File: src/rtl/i2cms_pkg.sv
// ----------------------------------------------------------------------------
// i2cms_pkg
// Shared constants for the I2C master bit sequencer: command codes, phase
// counts and the configuration register map.
// ----------------------------------------------------------------------------
package i2cms_pkg;

  // Command codes on the op field. The same codes name the command in progress.
  localparam logic [2:0] OP_TICK    = 3'd0;
  localparam logic [2:0] OP_START   = 3'd1;
  localparam logic [2:0] OP_RESTART = 3'd2;
  localparam logic [2:0] OP_STOP    = 3'd3;
  localparam logic [2:0] OP_WRITE   = 3'd4;
  localparam logic [2:0] OP_READ    = 3'd5;
  localparam logic [2:0] CMD_IDLE   = 3'd0;

  // Phase counts per command.
  localparam logic [4:0] START_PHASES = 5'd4;
  localparam logic [4:0] STOP_PHASES  = 5'd3;
  localparam logic [4:0] BYTE_PHASES  = 5'd27;
  // First phase of the acknowledge slot in a byte command.
  localparam logic [4:0] ACK_PHASE    = 5'd24;

  localparam logic [7:0] MSB_MASK = 8'h80;

  // Configuration register map.
  localparam int          PADDR_W              = 2;
  localparam logic [1:0]  REG_PHASE_TICKS_ADDR = 2'd0;
  localparam logic [15:0] PHASE_TICKS_RESET    = 16'd1;

endpackage

File: src/rtl/i2c_master_bit_sequencer_unit.sv
// ----------------------------------------------------------------------------
// i2c_master_bit_sequencer_unit
// A result is registered and presented in the cycle after its item is accepted.
// Throughput: one item per cycle; a new item enters in the same cycle that the
// previous result is taken, so only a stalled result slows intake.
// Reset (rst, synchronous): both lines released high, no command in progress,
// phase_ticks = 1, no result pending.
// ----------------------------------------------------------------------------
module i2c_master_bit_sequencer_unit (
  input  logic                            clk,
  input  logic                            rst,
  // Item channel
  input  logic                            in_valid,
  output logic                            in_ready,
  input  logic [2:0]                      op,
  input  logic [7:0]                      wr_byte,
  input  logic                            send_nack,
  input  logic                            sda_in,
  // Result channel
  output logic                            out_valid,
  input  logic                            out_ready,
  output logic                            scl_out,
  output logic                            sda_out,
  output logic                            sda_listen,
  output logic                            busy_res,
  output logic                            done_res,
  output logic [7:0]                      rx_byte,
  output logic                            ack_level,
  // Configuration port
  input  logic                            psel,
  input  logic                            penable,
  input  logic                            pwrite,
  input  logic [i2cms_pkg::PADDR_W-1:0]   paddr,
  input  logic [31:0]                     pwdata,
  output logic [31:0]                     prdata,
  output logic                            pready
);

  logic [15:0] phase_ticks;

  logic [2:0]  command_kind, command_kind_next;
  logic [4:0]  phase_index, phase_index_next;
  logic [1:0]  sub_phase, sub_phase_next;
  logic [3:0]  bit_counter, bit_counter_next;
  logic [7:0]  shift_register, shift_register_next;
  logic [15:0] tick_counter, tick_counter_next;
  logic        scl_level, scl_level_next;
  logic        sda_level, sda_level_next;
  logic        listen_mode, listen_mode_next;
  logic        nack_choice, nack_choice_next;
  logic        ack_seen, ack_seen_next;
  logic [7:0]  received_byte, received_byte_next;
  logic        done_next;

  logic        in_xfer;
  logic        do_enter;
  logic [4:0]  enter_ph;
  logic [1:0]  enter_sub;
  logic [16:0] tick_sum;
  logic [16:0] tick_limit;
  logic [4:0]  phase_total;
  logic        ack_slot;

  // Configuration register
  assign pready = 1'b1;
  assign prdata = (paddr == i2cms_pkg::REG_PHASE_TICKS_ADDR) ? {16'd0, phase_ticks} : 32'd0;

  always_ff @(posedge clk) begin
    if (rst) begin
      phase_ticks <= i2cms_pkg::PHASE_TICKS_RESET;
    end else if (psel && penable && pwrite && pready &&
                 paddr == i2cms_pkg::REG_PHASE_TICKS_ADDR) begin
      phase_ticks <= pwdata[15:0];
    end
  end

  assign in_ready = !out_valid || out_ready;
  assign in_xfer  = in_valid && in_ready;

  assign tick_sum   = {1'b0, tick_counter} + 17'd1;
  // A zero phase length behaves as one tick per phase.
  assign tick_limit = (phase_ticks == 16'd0) ? 17'd1 : {1'b0, phase_ticks};

  always_comb begin
    unique case (command_kind) inside
      i2cms_pkg::OP_START, i2cms_pkg::OP_RESTART: phase_total = i2cms_pkg::START_PHASES;
      i2cms_pkg::OP_STOP:                         phase_total = i2cms_pkg::STOP_PHASES;
      default:                                    phase_total = i2cms_pkg::BYTE_PHASES;
    endcase
  end

  always_comb begin
    command_kind_next   = command_kind;
    phase_index_next    = phase_index;
    sub_phase_next      = sub_phase;
    bit_counter_next    = bit_counter;
    shift_register_next = shift_register;
    tick_counter_next   = tick_counter;
    scl_level_next      = scl_level;
    sda_level_next      = sda_level;
    listen_mode_next    = listen_mode;
    nack_choice_next    = nack_choice;
    ack_seen_next       = ack_seen;
    received_byte_next  = received_byte;
    done_next           = 1'b0;
    do_enter            = 1'b0;
    enter_ph            = 5'd0;
    enter_sub           = 2'd0;
    ack_slot            = 1'b0;

    if (command_kind == i2cms_pkg::CMD_IDLE) begin
      if (op >= i2cms_pkg::OP_START && op <= i2cms_pkg::OP_READ) begin
        command_kind_next = op;
        phase_index_next  = 5'd0;
        sub_phase_next    = 2'd0;
        tick_counter_next = 16'd0;
        bit_counter_next  = 4'd0;
        if (op == i2cms_pkg::OP_WRITE) begin
          shift_register_next = wr_byte;
        end
        if (op == i2cms_pkg::OP_READ) begin
          shift_register_next = 8'd0;
          nack_choice_next    = send_nack;
          listen_mode_next    = 1'b1;
          sda_level_next      = 1'b1;
        end
        do_enter = 1'b1;
      end
    end else if (op == i2cms_pkg::OP_TICK) begin
      tick_counter_next = tick_sum[15:0];
      if (tick_sum >= tick_limit) begin
        tick_counter_next = 16'd0;
        // Sampling happens at the end of an SCL-high phase of a byte command.
        if ((command_kind == i2cms_pkg::OP_WRITE || command_kind == i2cms_pkg::OP_READ) &&
            sub_phase == 2'd1) begin
          if (phase_index >= i2cms_pkg::ACK_PHASE) begin
            if (command_kind == i2cms_pkg::OP_WRITE) begin
              ack_seen_next = sda_in;
            end
          end else if (command_kind == i2cms_pkg::OP_READ) begin
            shift_register_next = {shift_register[6:0], sda_in};
            bit_counter_next    = bit_counter + 4'd1;
          end
        end
        phase_index_next = phase_index + 5'd1;
        sub_phase_next   = (sub_phase == 2'd2) ? 2'd0 : sub_phase + 2'd1;
        if (phase_index_next >= phase_total) begin
          if (command_kind == i2cms_pkg::OP_READ) begin
            received_byte_next = shift_register_next;
          end
          command_kind_next = i2cms_pkg::CMD_IDLE;
          phase_index_next  = 5'd0;
          sub_phase_next    = 2'd0;
          done_next         = 1'b1;
        end else begin
          do_enter = 1'b1;
        end
      end
    end

    // Apply the line levels of the phase being entered.
    if (do_enter) begin
      enter_ph  = phase_index_next;
      enter_sub = sub_phase_next;
      ack_slot  = enter_ph >= i2cms_pkg::ACK_PHASE;
      unique case (command_kind_next)
        i2cms_pkg::OP_START: begin
          case (enter_ph[1:0])
            2'd0:    scl_level_next = 1'b1;
            2'd1:    sda_level_next = 1'b1;
            2'd2:    sda_level_next = 1'b0;
            default: scl_level_next = 1'b0;
          endcase
        end
        i2cms_pkg::OP_RESTART: begin
          case (enter_ph[1:0])
            2'd0:    sda_level_next = 1'b1;
            2'd1:    scl_level_next = 1'b1;
            2'd2:    sda_level_next = 1'b0;
            default: scl_level_next = 1'b0;
          endcase
        end
        i2cms_pkg::OP_STOP: begin
          case (enter_ph[1:0])
            2'd0:    sda_level_next = 1'b0;
            2'd1:    scl_level_next = 1'b1;
            default: sda_level_next = 1'b1;
          endcase
        end
        default: begin
          if (enter_sub == 2'd1) begin
            scl_level_next = 1'b1;
          end else if (enter_sub == 2'd2) begin
            scl_level_next = 1'b0;
            if (ack_slot && command_kind_next == i2cms_pkg::OP_WRITE) begin
              listen_mode_next = 1'b0;
            end
          end else begin
            scl_level_next = 1'b0;
            if (ack_slot) begin
              if (command_kind_next == i2cms_pkg::OP_WRITE) begin
                sda_level_next   = 1'b1;
                listen_mode_next = 1'b1;
              end else begin
                listen_mode_next = 1'b0;
                sda_level_next   = nack_choice_next;
              end
            end else if (command_kind_next == i2cms_pkg::OP_WRITE) begin
              sda_level_next      = |(shift_register_next & i2cms_pkg::MSB_MASK);
              shift_register_next = {shift_register_next[6:0], 1'b0};
              bit_counter_next    = bit_counter_next + 4'd1;
            end
          end
        end
      endcase
    end
  end

  always_ff @(posedge clk) begin
    if (rst) begin
      command_kind   <= i2cms_pkg::CMD_IDLE;
      phase_index    <= 5'd0;
      sub_phase      <= 2'd0;
      bit_counter    <= 4'd0;
      shift_register <= 8'd0;
      tick_counter   <= 16'd0;
      scl_level      <= 1'b1;
      sda_level      <= 1'b1;
      listen_mode    <= 1'b0;
      nack_choice    <= 1'b0;
      ack_seen       <= 1'b0;
      received_byte  <= 8'd0;
      out_valid      <= 1'b0;
    end else begin
      if (in_xfer) begin
        command_kind   <= command_kind_next;
        phase_index    <= phase_index_next;
        sub_phase      <= sub_phase_next;
        bit_counter    <= bit_counter_next;
        shift_register <= shift_register_next;
        tick_counter   <= tick_counter_next;
        scl_level      <= scl_level_next;
        sda_level      <= sda_level_next;
        listen_mode    <= listen_mode_next;
        nack_choice    <= nack_choice_next;
        ack_seen       <= ack_seen_next;
        received_byte  <= received_byte_next;
        out_valid      <= 1'b1;
      end else if (out_ready) begin
        out_valid <= 1'b0;
      end
    end
  end

  // Result register; its contents only matter while out_valid is high.
  always_ff @(posedge clk) begin
    if (in_xfer) begin
      scl_out    <= scl_level_next;
      sda_out    <= sda_level_next;
      sda_listen <= listen_mode_next;
      busy_res   <= command_kind_next != i2cms_pkg::CMD_IDLE;
      done_res   <= done_next;
      rx_byte    <= received_byte_next;
      ack_level  <= ack_seen_next;
    end
  end

endmodule

File: config.mk
export PLATFORM = sky130hd
export DESIGN_NAME = i2c_master_bit_sequencer_unit
export DESIGN_NICKNAME = d
export VERILOG_FILES = /design/src/rtl/i2cms_pkg.sv /design/src/rtl/i2c_master_bit_sequencer_unit.sv
export SDC_FILE = /design/constraint.sdc
export NUM_CORES = 1
export LEC_CHECK = 0
export BUFFER_PORTS_ARGS = -buffer_cell sky130_fd_sc_hd__buf_2
export CORE_MARGIN = 3
export CORE_UTILIZATION = 61
export CTS_BUF_LIST = sky130_fd_sc_hd__clkbuf_2 sky130_fd_sc_hd__clkbuf_4 sky130_fd_sc_hd__clkbuf_8
export CTS_CLUSTER_SIZE = 10
export DETAILED_ROUTE_END_ITERATION = 8
export PLACE_DENSITY = 0.88
export SYNTH_ARGS = -nofsm -noshare
export SYNTH_HDL_FRONTEND = slang
export SYNTH_SLANG_ARGS = --single-unit
File: constraint.sdc
create_clock -name clk -period 11.6 [get_ports clk]
set_input_delay 2.32 -clock clk [delete_from_list [all_inputs] [get_ports clk]]
set_output_delay 2.32 -clock clk [all_outputs]
set_load 0.02 [all_outputs]
* Word-level counts from Yosys, hierarchy flattened
Cells that the tools add are included.
** Word-level totals
- Register bits after elaboration :: 78
- Input port bits :: 54
** Operators by class
- Magnitude comparators :: 6
- Bitwise logic cells :: 2
- $add $sub $neg :: 3
- Equal/unequal tests :: 18
- Reduce and logical (&&, ||, !) cells :: 24
- Mux-type cells :: 89
** Operator list (number)
- 8-bit 2-to-1 mux :: 20
- 16-bit 2-to-1 mux :: 6
- 1-bit 2-to-1 mux :: 39
- 5-bit 2-to-1 mux :: 5
- 16-bit by 1-bit adder with 17-bit output, second input constant :: 1
- 17-bit by 16-bit >= comparator with 1-bit output :: 1
- 16-bit logical NOT :: 1
- 3-bit equality test, second input constant :: 5
- 3-bit 2-to-1 mux :: 5
- 3-bit by 2-bit equality test with 1-bit output, second input constant :: 4
- 2-bit 2-to-1 mux :: 6
- 5-bit >= comparator, second input constant :: 2
- 1-bit case mux with 2 select lines :: 5
- 5-bit case mux with 2 select lines :: 1
- 1-bit logical AND :: 7
- 2-bit by 1-bit equality test with 1-bit output, second input constant :: 3
- 2-bit equality test, second input constant :: 3
- 3-bit by 1-bit equality test with 1-bit output, second input constant :: 2
- 3-bit logical NOT :: 2
- 1-bit case mux with 3 select lines :: 2
- 2-bit OR reduction :: 3
- 3-bit OR reduction :: 2
- 5-bit by 1-bit adder with 5-bit output, second input constant :: 1
- 5-bit >= comparator :: 1
- 11 further kinds :: 15

* Logic depth before layout (Yosys ltp)
Gate-level depths: netlist (run 1).
- Depth in word-level cells :: 15
- Mapped depth :: 21

* Least setup slack after synthesis (run 1)
Ideal clock, no wire load.
- Path type :: in2out
- Start :: input paddr[1] (netlist bit)
- End :: output prdata[10]
- Data required time :: 9280 ps
- Arrival :: 3175 ps
- Setup slack :: 6105 ps
- Cell stages on the path :: 3
- Cell sequence :: clkbuf_1 clkbuf_1 nor3_1
** Between the ends
- Longest elaborated chain between the ends :: 2
** RTL lines
- start, declared :: line i2c_master_bit_sequencer_unit.sv:33 : input logic [i2cms_pkg::PADDR_W-1:0] paddr,
- 2-bit logical NOT :: line i2c_master_bit_sequencer_unit.sv:66 : assign prdata = (paddr == i2cms_pkg::REG_PHASE_TICKS_ADDR) ? {16'd0, phase_ticks} : 32'd0;
- 16-bit 2-to-1 mux :: line i2c_master_bit_sequencer_unit.sv:66
- end, declared :: line i2c_master_bit_sequencer_unit.sv:35 : output logic [31:0] prdata,
No other way between the ends.

* Final worst setup path (run 1)
- Start :: input paddr[1] (netlist bit)
- End :: output prdata[0]
The elaborated chain is that of the path after synthesis.

==> results of run 1 <==
[how the worst max path moves through the flow]
stage	cells past startpoint	start	slack, ps	end
floorplan	3	paddr[1]	6100	prdata[10]
global placement	4	paddr[1]	6280	prdata[0]
detailed placement	4	paddr[1]	6220	prdata[0]
CTS	4	paddr[1]	6210	prdata[0]
global route	4	paddr[1]	6130	prdata[0]
finish	4	paddr[1]	6210	prdata[0]
[cell usage after synthesis, types with 2 or more instances]
cell type | number | area (sq um)
a211oi_1 | 7 | 52.6
a21o_1 | 3 | 22.5
a21oi_1 | 58 | 290
a221o_1 | 2 | 20.0
a222oi_1 | 7 | 70.1
a22oi_1 | 21 | 158
and2_1 | 3 | 18.8
and3_1 | 4 | 25.0
buf_1 | 2 | 7.51
buf_2 | 3 | 15.0
buf_4 | 17 | 128
clkbuf_1 | 23 | 86.3
conb_1 | 2 | 7.51
dfxtp_1 | 64 | 1280
edfxtp_1 | 14 | 420
ha_1 | 27 | 338
inv_1 | 30 | 113
mux2i_1 | 18 | 180
nand2_1 | 90 | 338
nand2b_1 | 8 | 50.1
nand3_1 | 16 | 80.1
nand3b_1 | 2 | 15.0
nand4_1 | 5 | 31.3
nor2_1 | 62 | 233
nor2b_1 | 2 | 12.5
nor3_1 | 25 | 125
nor3b_1 | 4 | 30.0
nor4_1 | 4 | 25.0
o21a_1 | 2 | 15.0
o21ai_0 | 13 | 65.1
o22ai_1 | 2 | 12.5
o31ai_1 | 2 | 15.0
or2_2 | 2 | 12.5
or3_1 | 4 | 25.0
xnor2_1 | 9 | 78.8
xor2_1 | 9 | 78.8
[placed cells by master, fill, tap and decap left out, drive strengths merged, types with 5 or more instances in the layout]
cell type	n
o21ai	14
a22oi	21
a211oi	7
nand2	90
buf	73
nor3	26
nand2b	8
xnor2	9
mux2i	18
nor2	62
xor2	9
ha	27
clkbuf	9
edfxtp	14
nand3	17
dfxtp	64
nand4	5
and3	5
inv	32
conb	17
a21oi	58
a222oi	7
[worst register-to-register path: stages, from the launching register on]
cell and delay [ps]:
dfxtp_1 410, and3_1 240, and3_1 220, and2_1 210, nand2b_1 140, nor2_1 130, xor2_1 260, ha_1 220
nand3_1 110, or2_2 320, o211ai_1 530, a21oi_1 210, mux2i_1 370, inv_1 150, ha_1 240, or3_1 360
o2111ai_1 140, o311ai_1 160, a31oi_2 240, a21bo_1 130
[power groups by stage]
| stage | clock network, W | registers [W] | logic, W |
|---|---|---|---|
| finish | 0.000190 | 0.000289 | 0.0000933 |
| global route | 0.000202 | 0.000290 | 0.000102 |
| CTS | 0.000190 | 0.000289 | 0.0000916 |
| detailed placement | 0 | 0.000295 | 0.0000911 |
| global placement | 0 | 0.000294 | 0.0000867 |
| floorplan | 0 | 0.000298 | 0.0000655 |
[cell type report]
type                            instances  share of cell area, %
Multi-Input combinational cell        453                   52.2
Sequential cell                        78                   32.6
Timing Repair Buffer                   73                   7.20
Clock buffer                            9                   2.37
Tap cell                               99                   2.37
Inverter                               30                   2.16
Clock inverter                          7                   1.10
[cells by family after synthesis]
group	count (synthesis)	share of synthesized area [%]
xor+xnor	18	3.34
simple gates	236	22.7
buf+inv	75	7.40
other cells	2	0.159
compound gates	136	19.1
fa+ha+maj	27	7.16
flops	78	36.1
mux	19	4.06
[stage by stage]
stage               power, W  cells  hold WS [ps]  utilization (%)
floorplan           0.000363    606           433                -
global placement    0.000381    733           438             68.3
detailed placement  0.000386    733           450             68.3
CTS                 0.000570    749           464             70.8
global route        0.000594    749           486             70.8
finish              0.000572    749           463             70.8
[metal layers]
layer  part of all wire, %  global-route usage [%]  vias up
li1                      -                       -     2167
met1                    41                    34.2     2129
met2                    50                    45.6      227
met3                   6.9                    3.45       29
met4                   1.9                    10.1        0
met5                     0                       0        -
[sequential cells by signal, summed over array words and instances, names as in the netlist, 2 cells and up]
name	cells
command_kind	3
shift_register	8
phase_index	5
received_byte	8
tick_counter	16
sub_phase	2
rx_byte	8
phase_ticks	16
==> flow_metrics.tcl, run 1 <==
set metrics [dict create \
    status "finished clean" \
    cts_tree "built" \
    syn2layout_area_growth_pct 10.6 \
    timing.final.crit_period_ps 5390 \
    cts_buffers 9 \
    p_leak_nw 2.16 \
    tns_ps 0 \
    post_drt_wl_per_cell_microns 15.9 \
    fillers 604 \
    cts_root_buf "clkbuf_8" \
    hp-start "received_byte[1]$_SDFFE_PP0P_" \
    crit_type "input pin to output pin" \
    post_cts_buffers 0 \
    syn_avg_cell_area_sq_um 7.98 \
    worst_slew_margin_rel_pct 21.1 \
    synth_cell_types 61 \
    hold_path_class "flip-flop to flip-flop" \
    drt-pass1-iter-count 7 \
    cts_buffer_depth 2 \
    pwr_density_cell_nw_per_um2 110 \
    nets 726 \
    die_w_microns 93.9 \
    start_kind "input pin" \
    register_area_sq_um 1700 \
    start_util_pct 64.0 \
    dp_slack_ps 6220 \
    r2r_start "tick_counter[0]$_SDFFE_PP0P_" \
    grt_pass1_vias 4179 \
    worst_slack_ps 6210 \
    r2r-end "sda_level$_SDFFE_PP1P_" \
    worst-path-buf-inv 2 \
    drt_iter0_drc 312 \
    synthFlopType "dfxtp_1" \
    max-cap-violations 0 \
    vias 4552 \
    hold_violations 0 \
    grt_max_degree 65 \
    multi_input_area_sq_um 2720 \
    pwr-share-clk_pct 33.2 \
    power_frac_comb_pct 16.3 \
    hold_depth 2 \
    route.detailed.drc 0 \
    drv_slew 0 \
    grt_pass1_wl_mm 19.1 \
    worstPathMaxFanout 16 \
    ff2ff_path_depth 19 \
    portBuffers 69 \
    rsz0062_at_grt "false" \
    cts_max_level 3 \
    worst_setup_path_end_kind "output pin" \
    worst_pin_slew_ps 1180 \
    switching_share_pct 31.2 \
    ir_worst_vdd_mv 0.0763 \
    fp.dieH_microns 93.9 \
    dieArea_sq_um 8820 \
    ios 103 \
    placed_area_sq_um 5030 \
    cpMostUsedCell "buf_2" \
    ys_warn_count 0 \
    crit_slowest_cell "nor2_1" \
    avgViaCountPerCell 6.08 \
    row_count 31 \
    critPathRequiredTime_ps 9280 \
    ys_ff_latch 78 \
    period_share_pct 46.5 \
    synth_edf_count 14 \
    stdcell_area_sq_um 5220 \
    cp_cell_sequence "buf_2 > nor2_1 > and2_1 > buf_2" \
    internal_power_w 0.000394 \
    cp_top_family "simple AND/OR/NAND/NOR gates" \
    finalClockSkew_ps 16.0 \
    dp_hpwl_mm 8.65 \
    clk_latency_ps 350 \
    n_antenna_cell 0 \
    holdPathEnd "received_byte[1]$_SDFFE_PP0P_" \
    grtUsageTotal_pct 26.7 \
    power_switching_w 0.000178 \
    r2r_slack_ps 6790 \
    yosysSeqAreaShare_pct 36.1 \
    max_stage_delay_ps 240 \
    routed_wl_mm 11.9 \
    cts_sinks 78 \
    ctsResizeCount 0 \
    postCtsHoldBufs 0 \
    drive_gt1_share_pct 15.1 \
    synth-async-reset-ratio_pct 0 \
    ant_nets 0 \
    syn_area_sq_um 4720 \
    p_seq_share_pct 50.5 \
    grt_overflow 0 \
    antenna_found_initial 0 \
    setup_violations 0 \
    postSynthCellCount 591 \
    place_congestion 0.954 \
    core_area_sq_um 7370 \
    fmax_ghz 0.185 \
    worstPathArrival_ps 3070 \
    clk_pin_slew_ps 90 \
]
Note: power is estimated with default switching activity, not from simulation.
==> run 2: changes to the inputs <==
CORE_UTILIZATION = 57   (was 61)
PLACE_DENSITY = 0.83   (was 0.88)
clock period = 5.17 ns   (was 11.6 ns; I/O delays follow)
==> run 2 against run 1 <==
Net effect: via count is 1.5% lower; clock power increased to 2.8 times the previous value; cell count increased by 0.93%; utilization decreased by 3.7 points; combinational power increased by 120%; non-clock buffer count rose by 4; clock skew shrank 2.5 ps; total power is 140% higher; final area grew 1.5%; clock-buffer cell count increased by 1; register-to-register slack lost 6300 ps; critical path type is now flip-flop to flip-flop.
==> flow_metrics.tcl, run 2 (synthesized netlist as in run 1, its figures left out) <==
set metrics [dict create \
    status "finished clean" \
    grtUsageTotal_pct 24.3 \
    grt_pass1_wl_mm 19.5 \
    worst_setup_path_end_kind "flip-flop" \
    fillers 655 \
    clk_latency_ps 360 \
    cts_sinks 78 \
    post_drt_wl_per_cell_microns 15.5 \
    dp_slack_ps 541 \
    drt-pass1-iter-count 6 \
    drv_slew 0 \
    tns_ps 0 \
    ant_nets 0 \
    final_cell_mix "90 x nand2_1, 69 x buf_2, 64 x dfxtp_1, 62 x nor2_1, 58 x a21oi_1" \
    cts_buffers 9 \
    dieArea_sq_um 9400 \
    grt_pass1_vias 4222 \
    cts_max_level 3 \
    postCtsHoldBufs 0 \
    worstPathArrival_ps 5010 \
    hold_depth 2 \
    drt_iter0_drc 352 \
    route.detailed.drc 0 \
    reg.largest.list "phase_ticks (16), tick_counter (16)" \
    ctsResizeCount 0 \
    hp-start "received_byte[6]$_SDFFE_PP0P_" \
    n_antenna_cell 0 \
    dp_hpwl_mm 8.47 \
    clk_pin_slew_ps 90 \
    rsz0062_at_grt "false" \
    hold_path_class "flip-flop to flip-flop" \
    antenna_found_initial 0 \
    ir_worst_vdd_mv 0.224 \
    finalClockSkew_ps 13.5 \
    start_kind "flip-flop" \
    max-cap-violations 0 \
    drive_gt1_share_pct 15.6 \
    stdcell_area_sq_um 5290 \
    r2r-end "sda_level$_SDFFE_PP1P_" \
    vias 4485 \
    hold_violations 0 \
    fmax_ghz 0.213 \
    core_area_sq_um 7890 \
    r2r_slack_ps 470 \
    portBuffers 69 \
    worst_slew_margin_rel_pct 53.3 \
    timing.final.crit_period_ps 4700 \
    p_leak_nw 2.20 \
    post_cts_buffers 0 \
    die_w_microns 97.0 \
    cts_root_buf "clkbuf_8" \
    worst_pin_slew_ps 701 \
    worstPathMaxFanout 7 \
    worst_slack_ps 473 \
    ff2ff_path_depth 18 \
    r2r_start "tick_counter[0]$_SDFFE_PP0P_" \
    pwr_density_cell_nw_per_um2 262 \
    grt_overflow 0 \
    start_util_pct 59.8 \
    crit_type "flip-flop to flip-flop" \
    cts_tree "built" \
    critPathRequiredTime_ps 5480 \
    avgViaCountPerCell 5.93 \
    layout_commonest_cell "nand2_1" \
    grt_max_degree 65 \
    cts_buffer_depth 2 \
    nets 730 \
    row_count 32 \
    place_congestion 0.966 \
    setup_violations 0 \
    routed_wl_mm 11.7 \
    fp.dieH_microns 97.0 \
    ios 103 \
    holdPathEnd "received_byte[6]$_SDFFE_PP0P_" \
    placed_area_sq_um 5070 \
    syn2layout_area_growth_pct 12.3 \
    period_share_pct 90.8 \
]
## run 2: cell types whose count changed in the layout (fill, tap and decap cells not counted), sizes merged
cell,change
clkinvlp,-1
bufinv,+2
clkinv,-2
buf,+4
clkbuf,+1
## run 2: how the worst max path moves through the flow
stage,startpoint,to,slack [ps],depth (start not counted)
final,tick_counter[0]$_SDFFE_PP0P_,sda_level$_SDFFE_PP1P_,470,18
after global routing,tick_counter[0]$_SDFFE_PP0P_,shift_register[2]$_SDFFE_PP0P_,250,16
after floorplan,tick_counter[2]$_SDFFE_PP0P_,sda_level$_SDFFE_PP1P_,1210,19
after detailed placement,tick_counter[0]$_SDFFE_PP0P_,sda_level$_SDFFE_PP1P_,540,18
after CTS,tick_counter[0]$_SDFFE_PP0P_,sda_level$_SDFFE_PP1P_,520,18
after global placement,tick_counter[0]$_SDFFE_PP0P_,sda_level$_SDFFE_PP1P_,770,18
## run 2: cell type report
| class | instances | area, sq um | area share (%) |
|---|---|---|---|
| clock inverter | 6 | 93.8 | 1.77 |
| inverter | 30 | 113 | 2.13 |
| timing repair buffer | 77 | 405 | 7.66 |
| multi-input combinational | 453 | 2720 | 51.4 |
| sequential | 78 | 1700 | 32.1 |
| tap | 102 | 128 | 2.41 |
| clock buffer | 10 | 131 | 2.48 |
## run 2: layer usage
layer | global-route usage [%] | routed length, microns
met5 | 0 | 0
met3 | 5.12 | 757
met4 | 8.75 | 250
met1 | 30.9 | 4930
met2 | 40.8 | 5810
## run 2: power breakdown
group / switching (W) / total (W) / internal, W
clock: 0.000247 / 0.000529 / 0.000282
combinational: 0.000138 / 0.000208 / 0.0000697
sequential: 0.0000124 / 0.000647 / 0.000635
total: 0.000398 / 0.00138 / 0.000986
## run 2: worst max-delay path, stage by stage, from the launching register on
cell       delay (ps)
dfxtp_1           430
ha_1              210
and3_2            230
nand3_1           100
xnor2_1           250
ha_1              290
a211oi_1          260
nor2_1             90
a2111oi_1         530
o211a_2           360
nor3_2            120
mux2i_1           390
inv_1             170
ha_1              240
or3_1             350
o2111ai_1         110
o311ai_1          150
a31oi_2           240
a21bo_1           130
## run 2: through the flow
step                power (W)  hold slack [ps]  std cells  util [%]
floorplan            0.000815              433        606         -
global placement     0.000857              442        740      64.3
detailed placement   0.000865              452        740      64.3
CTS                   0.00139              467        756      67.1
global route          0.00143              494        756      67.1
finish                0.00138              464        756      67.1
==> run 3: changes to the inputs <==
PLACE_DENSITY = 0.89   (was 0.83)
==> run 3 against run 2 <==
Net effect: fmax is essentially flat; clock power shrank 21%; critical endpoint unchanged; non-clock buffer count shrank 2; final area shrank 1.2%.
==> flow_metrics.tcl, run 3 (synthesized netlist as in run 1, its figures left out) <==
set metrics [dict create \
    status "finished clean" \
    grt_max_degree 65 \
    ff2ff_path_depth 18 \
    post_drt_wl_per_cell_microns 15.4 \
    cp_top_family "compound AO/OA/AOI/OAI gates" \
    power_frac_comb_pct 16.2 \
    ir_worst_vdd_mv 0.200 \
    n_antenna_cell 0 \
    row_count 32 \
    worst_setup_path_end_kind "flip-flop" \
    start_util_pct 59.8 \
    max_stage_delay_ps 500 \
    fmax_ghz 0.213 \
    p_leak_nw 2.17 \
    worst_pin_slew_ps 1280 \
    place_congestion 0.963 \
    power_switching_w 0.000372 \
    worst_slew_margin_rel_pct 14.1 \
    r2r_start "tick_counter[0]$_SDFFE_PP0P_" \
    r2r_slack_ps 470 \
    crit_slowest_cell "a2111oi_1" \
    layout_commonest_cell "nand2_1" \
    max-cap-violations 0 \
    p_seq_share_pct 50.9 \
    rsz0062_at_grt "false" \
    clk_pin_slew_ps 80 \
    numPlacedInstances 737 \
    hp-start "ack_seen$_SDFFE_PP0P_" \
    vias 4477 \
    final_util_pct 66.3 \
    start_kind "flip-flop" \
    hold_violations 0 \
    die_w_microns 97.0 \
    portBuffers 69 \
    dp_hpwl_mm 8.27 \
    cts_buffer_depth 2 \
    drive_gt1_share_pct 15.3 \
    grtUsageTotal_pct 24.4 \
    critPathRequiredTime_ps 5470 \
    cts_tree "built" \
    core_area_sq_um 7890 \
    fp.dieH_microns 97.0 \
    tns_ps 0 \
    crit_cells 18 \
    worstPathMaxFanout 7 \
    final_cells 754 \
    routed_wl_mm 11.6 \
    nets 728 \
    reg.largest.list "phase_ticks (16), tick_counter (16)" \
    clk_latency_ps 350 \
    pwr_density_cell_nw_per_um2 243 \
    hold_path_class "flip-flop to flip-flop" \
    dieArea_sq_um 9400 \
    cts_sinks 78 \
    avgViaCountPerCell 5.94 \
    finalClockSkew_ps 8.51 \
    pwr-share-clk_pct 32.9 \
    crit_type "flip-flop to flip-flop" \
    grt_pass1_wl_mm 19.5 \
    cts_max_level 3 \
    cp_cell_sequence "ha_1 > and3_2 > nand3_1 > xnor2_1 > ha_1 > a211oi_1 > nor2_1 > a2111oi_1 > o211a_2 > nor3_2 > mux2i_1 > inv_1 > ha_1 > or3_1 > o2111ai_1 > o311ai_1 > a31oi_2 > a21bo_1" \
    setup_violations 0 \
    period_share_pct 90.8 \
    timing.final.crit_period_ps 4700 \
    switching_share_pct 29.3 \
    cpMostUsedCell "ha_1" \
    route.detailed.drc 0 \
    r2r-end "sda_level$_SDFFE_PP1P_" \
    final_cell_mix "90 x nand2_1, 69 x buf_2, 64 x dfxtp_1, 62 x nor2_1, 58 x a21oi_1" \
    grt_overflow 0 \
    hold_depth 2 \
    drt-pass1-iter-count 6 \
    ios 103 \
    worst-path-buf-inv 1 \
    worstPathArrival_ps 4990 \
    drv_slew 0 \
    holdPathEnd "ack_seen$_SDFFE_PP0P_" \
    syn2layout_area_growth_pct 10.9 \
    drt_iter0_drc 383 \
    antenna_found_initial 0 \
    cts_root_buf "clkbuf_8" \
    internal_power_w 0.000899 \
    cts_buffers 9 \
    ant_nets 0 \
    grt_pass1_vias 4254 \
]
-- run 3: how the worst max path moves through the flow --
stage / from / end
floorplan: tick_counter[2]$_SDFFE_PP0P_ / sda_level$_SDFFE_PP1P_
global placement: tick_counter[0]$_SDFFE_PP0P_ / sda_level$_SDFFE_PP1P_
detailed placement: tick_counter[0]$_SDFFE_PP0P_ / sda_level$_SDFFE_PP1P_
CTS: tick_counter[0]$_SDFFE_PP0P_ / sda_level$_SDFFE_PP1P_
global route: tick_counter[0]$_SDFFE_PP0P_ / sda_level$_SDFFE_PP1P_
finish: tick_counter[0]$_SDFFE_PP0P_ / sda_level$_SDFFE_PP1P_
-- run 3: power by group through the flow --
stage	Sequential, W	Combinational, W	Clock (W)
finish	0.000648	0.000206	0.000419
global placement	0.000660	0.000195	0
floorplan	0.000668	0.000147	0
global route	0.000650	0.000226	0.000454
CTS	0.000647	0.000202	0.000429
detailed placement	0.000661	0.000201	0
-- run 3: cell type report --
| type | count | area, sq um |
|---|---|---|
| inverter | 30 | 113 |
| clock inverter | 4 | 22.5 |
| tap | 102 | 128 |
| clock buffer | 12 | 153 |
| timing repair buffer | 75 | 390 |
| sequential | 78 | 1700 |
| multi-input combinational | 453 | 2720 |
| fill | 659 | 2660 |
-- run 3: tightest hold or removal path: stages, from the launching register on --
cell	delay, ps
dfxtp_1	320
nand2_1	50
a21oi_1	50
-- run 3: what timing repair did --
item	CTS	global route
hold buffers	0	0
gates resized for setup	0	0
buffers inserted	0	1
setup endpoints to repair	0	3
-- run 3: per-layer routing --
| metal | up-vias | global-route usage (%) | part of all wire, % |
|---|---|---|---|
| met5 | - | 0 | 0 |
| met3 | 18 | 5.48 | 7.1 |
| met1 | 2083 | 29.7 | 41 |
| met4 | 0 | 7.13 | 1.4 |
| met2 | 205 | 43.1 | 50 |
| li1 | 2171 | - | - |
-- run 3: metrics by stage --
step                instance area [sq um]  total power [W]  hold WS [ps]  worst slack [ps]
finish                               5230          0.00127           460               474
global route                         5230          0.00133           482               203
CTS                                  5220          0.00128           462               402
detailed placement                   5050         0.000863           448               440
global placement                     5050         0.000855           439               619
floorplan                            4770         0.000815           433              1210
